===== src/design/rpe_pkg.sv =====
// ----------------------------------------------------------------------------
// rpe_pkg
// Shared constants, types and GF(2^8) arithmetic for the parity encoder.
// ----------------------------------------------------------------------------
`default_nettype none

package rpe_pkg;

  localparam int MaxData   = 16;
  localparam int MaxParity = 8;

  localparam int ByteW        = 8;
  localparam int DataCountW   = 5;
  localparam int ParityCountW = 4;
  localparam int UnitCountW   = 4;
  localparam int IndexW       = 3;
  localparam int LeftW        = 4;

  localparam logic [8:0] GfPoly = 9'h11d;

  localparam logic [DataCountW-1:0]   DataCountReset   = 5'd6;
  localparam logic [ParityCountW-1:0] ParityCountReset = 4'd3;

  // Register indexes on the configuration port.
  localparam logic RegDataCount   = 1'b0;
  localparam logic RegParityCount = 1'b1;

  typedef logic [ByteW-1:0] byte_t;
  typedef byte_t [MaxParity-1:0] row_bytes_t;

  typedef struct packed {
    logic       valid;
    row_bytes_t acc;
  } column_t;

  function automatic byte_t gf_mul(input byte_t a, input byte_t b);
    logic [8:0] x;
    byte_t      r;
    x = {1'b0, a};
    r = '0;
    for (int i = 0; i < 8; i++) begin
      if (b[i]) begin
        r = r ^ x[7:0];
      end
      x = {x[7:0], 1'b0};
      if (x[8]) begin
        x = x ^ GfPoly;
      end
    end
    return r;
  endfunction

endpackage

`default_nettype wire


===== src/design/rpe_cfg.sv =====
// ----------------------------------------------------------------------------
// rpe_cfg
// Configuration registers behind the APB-style port, with count clamping.
// ----------------------------------------------------------------------------
`default_nettype none

module rpe_cfg
  import rpe_pkg::*;
(
  input  wire logic                    clk,
  input  wire logic                    rst,
  input  wire logic                    psel,
  input  wire logic                    penable,
  input  wire logic                    pwrite,
  input  wire logic [2:0]              paddr,
  input  wire logic [31:0]             pwdata,
  output logic      [31:0]             prdata,
  output logic                         pready,
  output logic [DataCountW-1:0]        data_count,
  output logic [ParityCountW-1:0]      parity_count,
  output logic                         restart
);

  logic                    wr_en;
  logic [DataCountW-1:0]   dc_in;
  logic [ParityCountW-1:0] pc_in;
  logic [DataCountW-1:0]   dc_next;
  logic [ParityCountW-1:0] pc_next;

  assign pready = 1'b1;
  assign wr_en  = psel && penable && pwrite && pready;
  assign dc_in  = pwdata[DataCountW-1:0];
  assign pc_in  = pwdata[ParityCountW-1:0];

  always_comb begin
    if (dc_in == '0) begin
      dc_next = DataCountW'(1);
    end else if (dc_in > DataCountW'(MaxData)) begin
      dc_next = DataCountW'(MaxData);
    end else begin
      dc_next = dc_in;
    end
    if (pc_in == '0) begin
      pc_next = ParityCountW'(1);
    end else if (pc_in > ParityCountW'(MaxParity)) begin
      pc_next = ParityCountW'(MaxParity);
    end else begin
      pc_next = pc_in;
    end
  end

  always_ff @(posedge clk) begin
    if (rst) begin
      data_count   <= DataCountReset;
      parity_count <= ParityCountReset;
    end else if (wr_en) begin
      if (paddr[2] == RegDataCount) begin
        data_count <= dc_next;
      end else begin
        parity_count <= pc_next;
      end
    end
  end

  assign restart = wr_en;

  always_comb begin
    if (paddr[2] == RegParityCount) begin
      prdata = {{(32-ParityCountW){1'b0}}, parity_count};
    end else begin
      prdata = {{(32-DataCountW){1'b0}}, data_count};
    end
  end

  logic unused_bits;
  assign unused_bits = ^{paddr[1:0], pwdata[31:DataCountW]};

endmodule

`default_nettype wire


===== src/design/rpe_accum.sv =====
// ----------------------------------------------------------------------------
// rpe_accum
// Input register and per-row parity accumulators with running coefficients.
// ----------------------------------------------------------------------------
`default_nettype none

module rpe_accum
  import rpe_pkg::*;
(
  input  wire logic                    clk,
  input  wire logic                    rst,
  input  wire logic                    restart,
  input  wire logic [DataCountW-1:0]   data_count,
  input  wire logic [ParityCountW-1:0] parity_count,
  input  wire logic                    in_valid,
  output logic                         in_ready,
  input  wire byte_t                   in_byte,
  output column_t                      column,
  input  wire logic                    column_ready
);

  logic                  s1_valid;
  byte_t                 s1_byte;
  logic [UnitCountW-1:0] unit_count;
  row_bytes_t            acc;
  row_bytes_t            power;
  row_bytes_t            acc_next;
  row_bytes_t            power_next;
  logic                  s1_last;
  logic                  s1_fire;

  assign s1_last  = ({1'b0, unit_count} + DataCountW'(1)) >= data_count;
  assign s1_fire  = s1_valid && (!s1_last || column_ready);
  assign in_ready = !s1_valid || s1_fire;

  always_comb begin
    for (int p = 0; p < MaxParity; p++) begin
      if (p < int'(parity_count)) begin
        acc_next[p]   = acc[p] ^ gf_mul(power[p], s1_byte);
        power_next[p] = gf_mul(power[p], ByteW'(p + 1));
      end else begin
        acc_next[p]   = acc[p];
        power_next[p] = power[p];
      end
    end
  end

  assign column.valid = s1_valid && s1_last;
  assign column.acc   = acc_next;

  always_ff @(posedge clk) begin
    if (rst || restart) begin
      s1_valid   <= 1'b0;
      unit_count <= '0;
      for (int p = 0; p < MaxParity; p++) begin
        acc[p]   <= '0;
        power[p] <= ByteW'(1);
      end
    end else begin
      if (in_ready) begin
        s1_valid <= in_valid;
      end
      if (s1_fire) begin
        if (s1_last) begin
          unit_count <= '0;
          for (int p = 0; p < MaxParity; p++) begin
            acc[p]   <= '0;
            power[p] <= ByteW'(1);
          end
        end else begin
          unit_count <= unit_count + UnitCountW'(1);
          acc        <= acc_next;
          power      <= power_next;
        end
      end
    end
  end

  always_ff @(posedge clk) begin
    if (in_ready && in_valid) begin
      s1_byte <= in_byte;
    end
  end

endmodule

`default_nettype wire


===== src/design/rpe_emit.sv =====
// ----------------------------------------------------------------------------
// rpe_emit
// Holds a column's finished parity bytes; sends one per cycle unless stalled.
// ----------------------------------------------------------------------------
`default_nettype none

module rpe_emit
  import rpe_pkg::*;
(
  input  wire logic                    clk,
  input  wire logic                    rst,
  input  wire logic [ParityCountW-1:0] parity_count,
  input  wire column_t                 column,
  output logic                         column_ready,
  output logic                         out_valid,
  input  wire logic                    out_ready,
  output byte_t                        out_byte,
  output logic [IndexW-1:0]            out_index,
  output logic                         out_last
);

  row_bytes_t          held;
  logic [LeftW-1:0]    left;
  logic [IndexW-1:0]   idx;
  logic                move;

  assign column_ready = (left == '0);
  assign move         = (left != '0) && (!out_valid || out_ready);

  always_ff @(posedge clk) begin
    if (rst) begin
      left      <= '0;
      idx       <= '0;
      out_valid <= 1'b0;
    end else begin
      if (column.valid && column_ready) begin
        left <= LeftW'(parity_count);
        idx  <= '0;
      end else if (move) begin
        left <= left - LeftW'(1);
        idx  <= idx + IndexW'(1);
      end
      if (move) begin
        out_valid <= 1'b1;
      end else if (out_ready) begin
        out_valid <= 1'b0;
      end
    end
  end

  always_ff @(posedge clk) begin
    if (column.valid && column_ready) begin
      held <= column.acc;
    end
    if (move) begin
      out_byte  <= held[idx];
      out_index <= idx;
      out_last  <= (left == LeftW'(1));
    end
  end

endmodule

`default_nettype wire


===== src/design/rs_parity_encoder_gf256_top.sv =====
// ----------------------------------------------------------------------------
// rs_parity_encoder_gf256_top
// Reed-Solomon erasure parity encoder over GF(2^8), polynomial 0x11d.
// ----------------------------------------------------------------------------
// Channel   Direction  Contents
// s_*       in         data_byte, one per data unit of a column
// m_*       out        parity_byte, parity_index, last_parity (tlast)
// APB       in/out     data_count at 0x0, parity_count at 0x4
//
// A data byte is taken every cycle while s_tready is high; it passes an input
// register and then updates the parity rows below parity_count. After the
// last byte of a column the parity bytes leave at one per cycle from a
// holding buffer while m_tready is high. The last byte of the next column
// waits in the input register until the buffer has been emptied.
// Reset is synchronous; any register write restarts the column.
// ----------------------------------------------------------------------------
`default_nettype none

module rs_parity_encoder_gf256_top
  import rpe_pkg::*;
(
  input  wire logic        clk,
  input  wire logic        rst,
  input  wire logic        s_tvalid,
  output logic             s_tready,
  input  wire logic [7:0]  s_tdata,   // [7:0] data_byte
  output logic             m_tvalid,
  input  wire logic        m_tready,
  output logic [15:0]      m_tdata,   // [7:0] parity_byte, [10:8] parity_index
  output logic             m_tlast,
  input  wire logic        psel,
  input  wire logic        penable,
  input  wire logic        pwrite,
  input  wire logic [2:0]  paddr,
  input  wire logic [31:0] pwdata,
  output logic [31:0]      prdata,
  output logic             pready
);

  logic [DataCountW-1:0]   data_count;
  logic [ParityCountW-1:0] parity_count;
  logic                    restart;
  column_t                 column;
  logic                    column_ready;
  byte_t                   out_byte;
  logic [IndexW-1:0]       out_index;

  rpe_cfg u_cfg (
    .clk          (clk),
    .rst          (rst),
    .psel         (psel),
    .penable      (penable),
    .pwrite       (pwrite),
    .paddr        (paddr),
    .pwdata       (pwdata),
    .prdata       (prdata),
    .pready       (pready),
    .data_count   (data_count),
    .parity_count (parity_count),
    .restart      (restart)
  );

  rpe_accum u_accum (
    .clk          (clk),
    .rst          (rst),
    .restart      (restart),
    .data_count   (data_count),
    .parity_count (parity_count),
    .in_valid     (s_tvalid),
    .in_ready     (s_tready),
    .in_byte      (s_tdata),
    .column       (column),
    .column_ready (column_ready)
  );

  rpe_emit u_emit (
    .clk          (clk),
    .rst          (rst),
    .parity_count (parity_count),
    .column       (column),
    .column_ready (column_ready),
    .out_valid    (m_tvalid),
    .out_ready    (m_tready),
    .out_byte     (out_byte),
    .out_index    (out_index),
    .out_last     (m_tlast)
  );

  assign m_tdata = {5'b0, out_index, out_byte};

endmodule

`default_nettype wire


===== config.mk =====
export PLATFORM = sky130hd
export DESIGN_NAME = rs_parity_encoder_gf256_top
export DESIGN_NICKNAME = d
export VERILOG_FILES = /design/src/design/rpe_pkg.sv /design/src/design/rpe_cfg.sv /design/src/design/rpe_accum.sv /design/src/design/rpe_emit.sv /design/src/design/rs_parity_encoder_gf256_top.sv
export SDC_FILE = /design/constraint.sdc
export NUM_CORES = 1
export LEC_CHECK = 0
export BUFFER_PORTS_ARGS = -buffer_cell sky130_fd_sc_hd__buf_2
export CORE_MARGIN = 1
export CORE_UTILIZATION = 50
export CTS_BUF_LIST = sky130_fd_sc_hd__clkbuf_4 sky130_fd_sc_hd__clkbuf_8
export CTS_CLUSTER_DIAMETER = 80
export CTS_CLUSTER_SIZE = 8
export DETAILED_ROUTE_END_ITERATION = 10
export GPL_ROUTABILITY_DRIVEN = 0
export MAX_ROUTING_LAYER = met4
export PLACE_DENSITY_LB_ADDON = 0.05
export SYNTH_ARGS = -nofsm -noshare
export SYNTH_HDL_FRONTEND = slang
export SYNTH_HIERARCHICAL = 1
export SYNTH_SLANG_ARGS = --single-unit

===== constraint.sdc =====
create_clock -name clk -period 9.95 [get_ports clk]
set_input_delay 0.995 -clock clk [delete_from_list [all_inputs] [get_ports clk]]
set_output_delay 0.995 -clock clk [all_outputs]
set_load 0.02 [all_outputs]

==> run_results.csv, run 1 <==
group,metric,value,unit
yosys,synth_warnings,6,
finish,n_antenna_cell,0,
yosys,synth_top_family_by_area,"XOR/XNOR gates",
clocking,clkSlewWorstSetupHoldPaths,0.07,ns
yosys,synthMuxAreaShare,0.0374,
finish,final_common_cell,"nand2_1",
die,die_h,200,um
clocking,cts_hold_buf,0,
yosys,synth-edff-count,84,
timing,rsz0062_at_grt,"no",
die,fp.dieArea,40000,um2
clocking,cts.htree.levels,2,
yosys,syn-cell-area,19600,um2
timing,setup_viol,0,
finish,drive_above_1_share,0.0954,
timing,fmax,267,MHz
die,fp.dieW,200,um
clocking,clock_path_buffers,3,
routing,vias,15900,
yosys,synth_flop_cell,"dfxtp_1",
routing,remaining_drc_errors,0,
timing,slew_viol_final,0,
die,rows,72,
timing,finalSetupTns,0,ns
power,ir_drop,0.0000914,V
finish,fillers,3677,
worst_setup_path,rrSetupSlack,6.24,ns
routing,viasPerCell,5.89,
yosys,ys_async_sr_fraction,0,
worst_setup_path,cp_max_fo,5,
clocking,cts_tree,"yes",
timing,period_share,0.376,
power,p_per_area,125,nW/um2
yosys,ys_seq_area_frac,0.274,
yosys,synth-compound-area-share,0.151,
finish,final_nets,2215,
global_routing,antenna_found_initial,0,
finish,layout_common_cells,"442 x nand2_1, 300 x xnor2_1, 142 x dfxtp_1",
clocking,clockRootBuffer,"clkbuf_8",
finish,instances_no_fill,2699,
timing,worst_slew_margin_rel,0.264,
yosys,avgSynthCellArea,8.70,um2
placement,dp_hpwl,37800,um
placement,io_buffers,39,
yosys,synth_cell_type_count,84,
clocking,ctsResizeCount,0,
placement,dp_cells,2637,
routing,firstDrtPassIters,5,
global_routing,grt_max_degree,71,
routing,first_iter_violations,1304,
worst_setup_path,critPathLaunchType,"register",
global_routing,grt.overflow.total,0,
worst_setup_path,crit_required,8.96,ns
clocking,cts_setup_buffers,0,
run_status,status,"complete, no violations",
worst_setup_path,crit_path_end_kind,"primary output",
yosys,synth-seq-cells,226,
yosys,synth-simple-area-share,0.156,
finish,syn2layout_area_growth,3.85,%
timing,finalHoldViolations,0,
yosys,synthAdderAreaFrac,0.00575,
worst_setup_path,critPathArrivalTime,2.75,ns
die,ios,102,
yosys,syn-instance-count,2250,
yosys,synth_xor_area_frac,0.306,
run,cap_viol_max_count,0,
timing,tightest_slew,1.10,ns
routing,wl_per_cell,21.7,um
clocking,cts.sinks,226,
global_routing,track_usage,0.307,
global_routing,grt_pass1_vias,15000,
die,start_util,0.507,
min_path,min_path_type,"register to register",
worst_setup_path,crit_type,"register to primary output",
timing,fin_crit,3.74,ns
routing,ant_nets,0,
timing,fin_skew,0.0243,ns
power,p_leak,7.72,nW
clocking,cts_buffers,35,
die,core,38600,um2
global_routing,grt_first_pass_wirelength,89700,um
routing,routed_wl,58600,um
clocking,clk_latency,0.61,ns
==> routing by layer <==
metal	vias to the layer above	routed length [um]	global-route usage
met5	-	0	-
met4	0	1430	0.0927
met3	86	4260	0.0371
met2	585	26800	0.479
met1	7773	26100	0.416
li1	7445	-	-
==> area by class of cell <==
type                    count  area [um2]  share of cell area
clock buffers              57         659              0.0324
repair buffers             73         450              0.0221
multi-input cells        1782       13000               0.641
flip-flops and latches    226        5370               0.264
clock inverters             5        42.5             0.00209
well taps                 518         648              0.0319
inverters                  38         143             0.00701
==> registers in the layout (all words and copies together) (netlist names) <==
| name | count |
|---|---|
| u_accum/acc | 64 |
| u_emit/held | 64 |
| u_accum/power | 56 |
| u_accum/s1_byte | 8 |
| u_emit/out_byte | 8 |
| u_cfg/data_count | 5 |
| u_accum/unit_count | 4 |
| u_cfg/parity_count | 4 |
| u_emit/left | 4 |
| u_emit/idx | 3 |
| u_emit/out_index | 3 |
| u_accum/s1_valid | 1 |
| u_emit/out_last | 1 |
| u_emit/out_valid | 1 |
==> final timing paths <==
check | start | to | cells after the start
max | u_accum/unit_count[0] | s_tready | 9
min | u_accum/acc[19] | u_accum/acc[19] | 1
max reg2reg | u_accum/unit_count[0] | u_emit/held[41] | 11
min reg2reg | u_accum/acc[19] | u_accum/acc[19] | 1
==> synthesized netlist by cell type (all sizes together), types with 9 or more instances <==
| master | number | area share |
|---|---|---|
| nand2 | 444 | 0.085 |
| xnor2 | 307 | 0.14 |
| buf | 164 | 0.048 |
| dfxtp | 142 | 0.15 |
| xor2 | 139 | 0.067 |
| a21oi | 124 | 0.032 |
| o21ai | 104 | 0.027 |
| nor2 | 100 | 0.019 |
| edfxtp | 84 | 0.13 |
| xnor3 | 72 | 0.083 |
| clkbuf | 70 | 0.014 |
| a22oi | 47 | 0.018 |
| nand3 | 41 | 0.010 |
| inv | 36 | 0.0069 |
| a31oi | 26 | 0.0083 |
| o31ai | 25 | 0.0098 |
| nand2b | 21 | 0.0067 |
| o211ai | 18 | 0.0069 |
| a211oi | 17 | 0.0068 |
| mux2 | 17 | 0.0098 |
| mux4 | 16 | 0.021 |
| nor3 | 16 | 0.0043 |
| or3 | 16 | 0.0051 |
| o221ai | 14 | 0.0063 |
| o22ai | 13 | 0.0042 |
| xor3 | 13 | 0.016 |
| mux2i | 12 | 0.0061 |
| nor2b | 11 | 0.0035 |
| nand4 | 10 | 0.0035 |
| and3 | 9 | 0.0029 |
| ha | 9 | 0.0057 |
| nor3b | 9 | 0.0034 |
| o2111ai | 9 | 0.0040 |
| or2 | 9 | 0.0029 |
==> critical path: stages (launching register included) <==
cell     delay, ns
dfxtp_1       0.35
ha_1          0.32
ha_1          0.28
a21o_1        0.10
a21o_1        0.14
a21o_1        0.32
a21oi_4       0.10
nor3_1        0.27
inv_1         0.09
buf_2         0.17
==> stage by stage <==
| stage | util | instance area [um2] | setup WS, ns | hold WS (ns) | power [mW] |
|---|---|---|---|---|---|
| after floorplan | - | 19700 | 5.38 | 0.406 | 1.55 |
| after global placement | 0.508 | 19600 | 6.04 | 0.423 | 1.72 |
| after detailed placement | 0.508 | 19600 | 6.02 | 0.430 | 1.73 |
| after CTS | 0.526 | 20300 | 6.15 | 0.442 | 2.57 |
| after global routing | 0.526 | 20300 | 5.95 | 0.454 | 2.66 |
| final | 0.526 | 20300 | 6.21 | 0.451 | 2.55 |
==> kinds of logic (layout without fill, tap and decap cells) <==
family / Yosys count / after routing
AO/OA/AOI/OAI: 458 / 458
buffers and inverters: 272 / 173
AND/OR/NAND/NOR: 706 / 706
flip-flops: 226 / 226
other: 3 / 33
adder cells (fa/ha/maj): 9 / 9
multiplexers: 45 / 45
XOR/XNOR: 531 / 531
==> report_power, final <==
part           switching [mW]  internal, mW
logic                   0.385         0.231
clock network           0.415         0.424
registers              0.0604          1.03
total                   0.861          1.69
(Power assumes the default switching activity.)
==> run 2, diff against run 1 <==
clock period = 3.4 ns   (was 9.95 ns; I/O delays follow)
==> run_results.csv, run 2 (same netlist as run 1, synthesis figures left out) <==
group,metric,value,unit
run_status,status,"complete, no violations",
finish,final_nets,2315,
timing,worst_slew_margin_rel,0.315,
die,die_h,200,um
run,cap_viol_max_count,0,
worst_setup_path,cp_max_fo,30,
worst_setup_path,crit_type,"register to register",
timing,period_share,0.962,
clocking,cts_tree,"yes",
finish,layout_common_cells,"442 x nand2_1, 300 x xnor2_1, 142 x dfxtp_1",
finish,syn2layout_area_growth,8.49,%
worst_setup_path,critPathArrivalTime,3.56,ns
die,core,38600,um2
finish,final_common_cell,"nand2_1",
power,p_per_area,354,nW/um2
timing,tightest_slew,1.02,ns
placement,dp_hpwl,41800,um
finish,drive_above_1_share,0.128,
global_routing,track_usage,0.312,
global_routing,grt_pass1_vias,15000,
min_path,whs_path_depth,3,
clocking,clk_latency,0.62,ns
global_routing,grt_max_degree,65,
timing,fin_crit,3.27,ns
routing,routed_wl,59800,um
routing,first_iter_violations,1477,
worst_setup_path,r2r-end,"u_emit/held[54]",
clocking,clock_path_buffers,3,
routing,ant_nets,0,
clocking,clkSlewWorstSetupHoldPaths,0.06,ns
die,rows,72,
timing,finalSetupTns,0,ns
finish,n_antenna_cell,0,
worst_setup_path,crit_required,3.69,ns
die,ios,102,
worst_setup_path,critPathLaunchType,"register",
timing,setup_viol,0,
worst_setup_path,reg2reg_from,"u_accum/unit_count[0]",
timing,fin_skew,0.0625,ns
routing,remaining_drc_errors,0,
power,power,7.52,mW
power,p_leak,8.26,nW
die,fp.dieW,200,um
worst_setup_path,critPathLaunch,"u_accum/unit_count[0]",
clocking,cts_buffers,35,
routing,vias,16200,
global_routing,grt_first_pass_wirelength,91300,um
die,start_util,0.507,
clocking,clockRootBuffer,"clkbuf_8",
timing,slew_viol_final,0,
finish,instances_no_fill,2796,
timing,rsz0062_at_grt,"no",
routing,firstDrtPassIters,6,
timing,fmax,306,MHz
global_routing,grt.overflow.total,0,
placement,io_buffers,39,
finish,fillers,3573,
finish,top_regs,"u_accum/acc (64), u_emit/held (64), u_accum/power (56)",
clocking,cts.htree.levels,2,
min_path,hp-start,"pwdata[0]",
placement,dp_cells,2724,
worst_setup_path,rrSetupSlack,0.13,ns
power,ir_drop,0.000275,V
routing,wl_per_cell,21.4,um
min_path,min_path_type,"primary input to register",
global_routing,antenna_found_initial,0,
worst_setup_path,r2r_cells,11,
routing,viasPerCell,5.79,
min_path,hold_end,"u_cfg/parity_count[0]",
worst_setup_path,crit_path_end_kind,"register",
die,fp.dieArea,40000,um2
timing,hold_slack,0.0759,ns
clocking,cts.sinks,226,
timing,finalHoldViolations,0,
run 2: cell types whose count changed in the layout (fill, tap and decap cells not counted), sizes merged:
| cell | change |
|---|---|
| buf | +88 |
| dlygate4sd3 | +12 |
| clkbuf | -3 |
| clkinv | +2 |
| inv | -2 |
| bufinv | +1 |
| clkinvlp | -1 |
run 2: through the flow:
stage / area (um2) / worst slack, ns / utilization
2_1_floorplan: 19700 / 0.0753 / -
3_3_place_gp: 20400 / 0.227 / 0.528
3_5_place_dp: 20400 / 0.180 / 0.528
4_1_cts: 21200 / 0.162 / 0.550
5_1_grt: 21200 / 0.0117 / 0.550
6_report: 21200 / 0.128 / 0.550
run 2: critical path, stage by stage, from the launching register on:
cell,delay (ns)
dfxtp_1,0.34
ha_1,0.33
ha_1,0.28
a21o_1,0.11
a21o_1,0.16
a21o_1,0.34
a21oi_4,0.10
buf_4,0.20
nor2_1,0.29
nand3_1,0.32
clkinv_8,0.25
buf_12,0.21
run 2: worst max path at each step:
stage / to / slack, ns / cells after the start
5_1_grt: u_emit/held[63] / 0.01 / 11
4_1_cts: s_tready / 0.16 / 10
6_report: u_emit/held[54] / 0.13 / 11
3_3_place_gp: u_emit/left[2] / 0.23 / 12
2_1_floorplan: u_emit/left[2] / 0.08 / 14
3_5_place_dp: u_emit/left[2] / 0.18 / 12
run 2: timing repair:
item                                    CTS  global route
endpoints found under the setup margin    1             0
resized for setup                         0             0
hold buffers                             12             0
setup buffers                             1             0
hold endpoints to repair                 12             0
run 2: per-layer routing:
| metal | global-route usage | wire length [um] |
|---|---|---|
| met4 | 0.0845 | 1290 |
| met3 | 0.0344 | 3870 |
| met5 | - | 0 |
| met1 | 0.434 | 27200 |
| met2 | 0.481 | 27400 |
run 2: report_power, final:
part / total [mW] / leakage, nW / switching (mW) / internal [mW]
logic: 1.92 / 5.97 / 1.19 / 0.738
registers: 3.17 / 1.93 / 0.136 / 3.03
clock network: 2.43 / 0.369 / 1.18 / 1.25
run 2: area by class of cell:
class                           count  area [um2]  share of cell area
Clock inverter                      5        71.3             0.00336
Multi-Input combinational cell   1782       13000               0.613
Clock buffer                       54         624              0.0294
Inverter                           38         155             0.00730
Sequential cell                   226        5370               0.253
Timing Repair Buffer              173        1360              0.0638
Tap cell                          518         648              0.0305
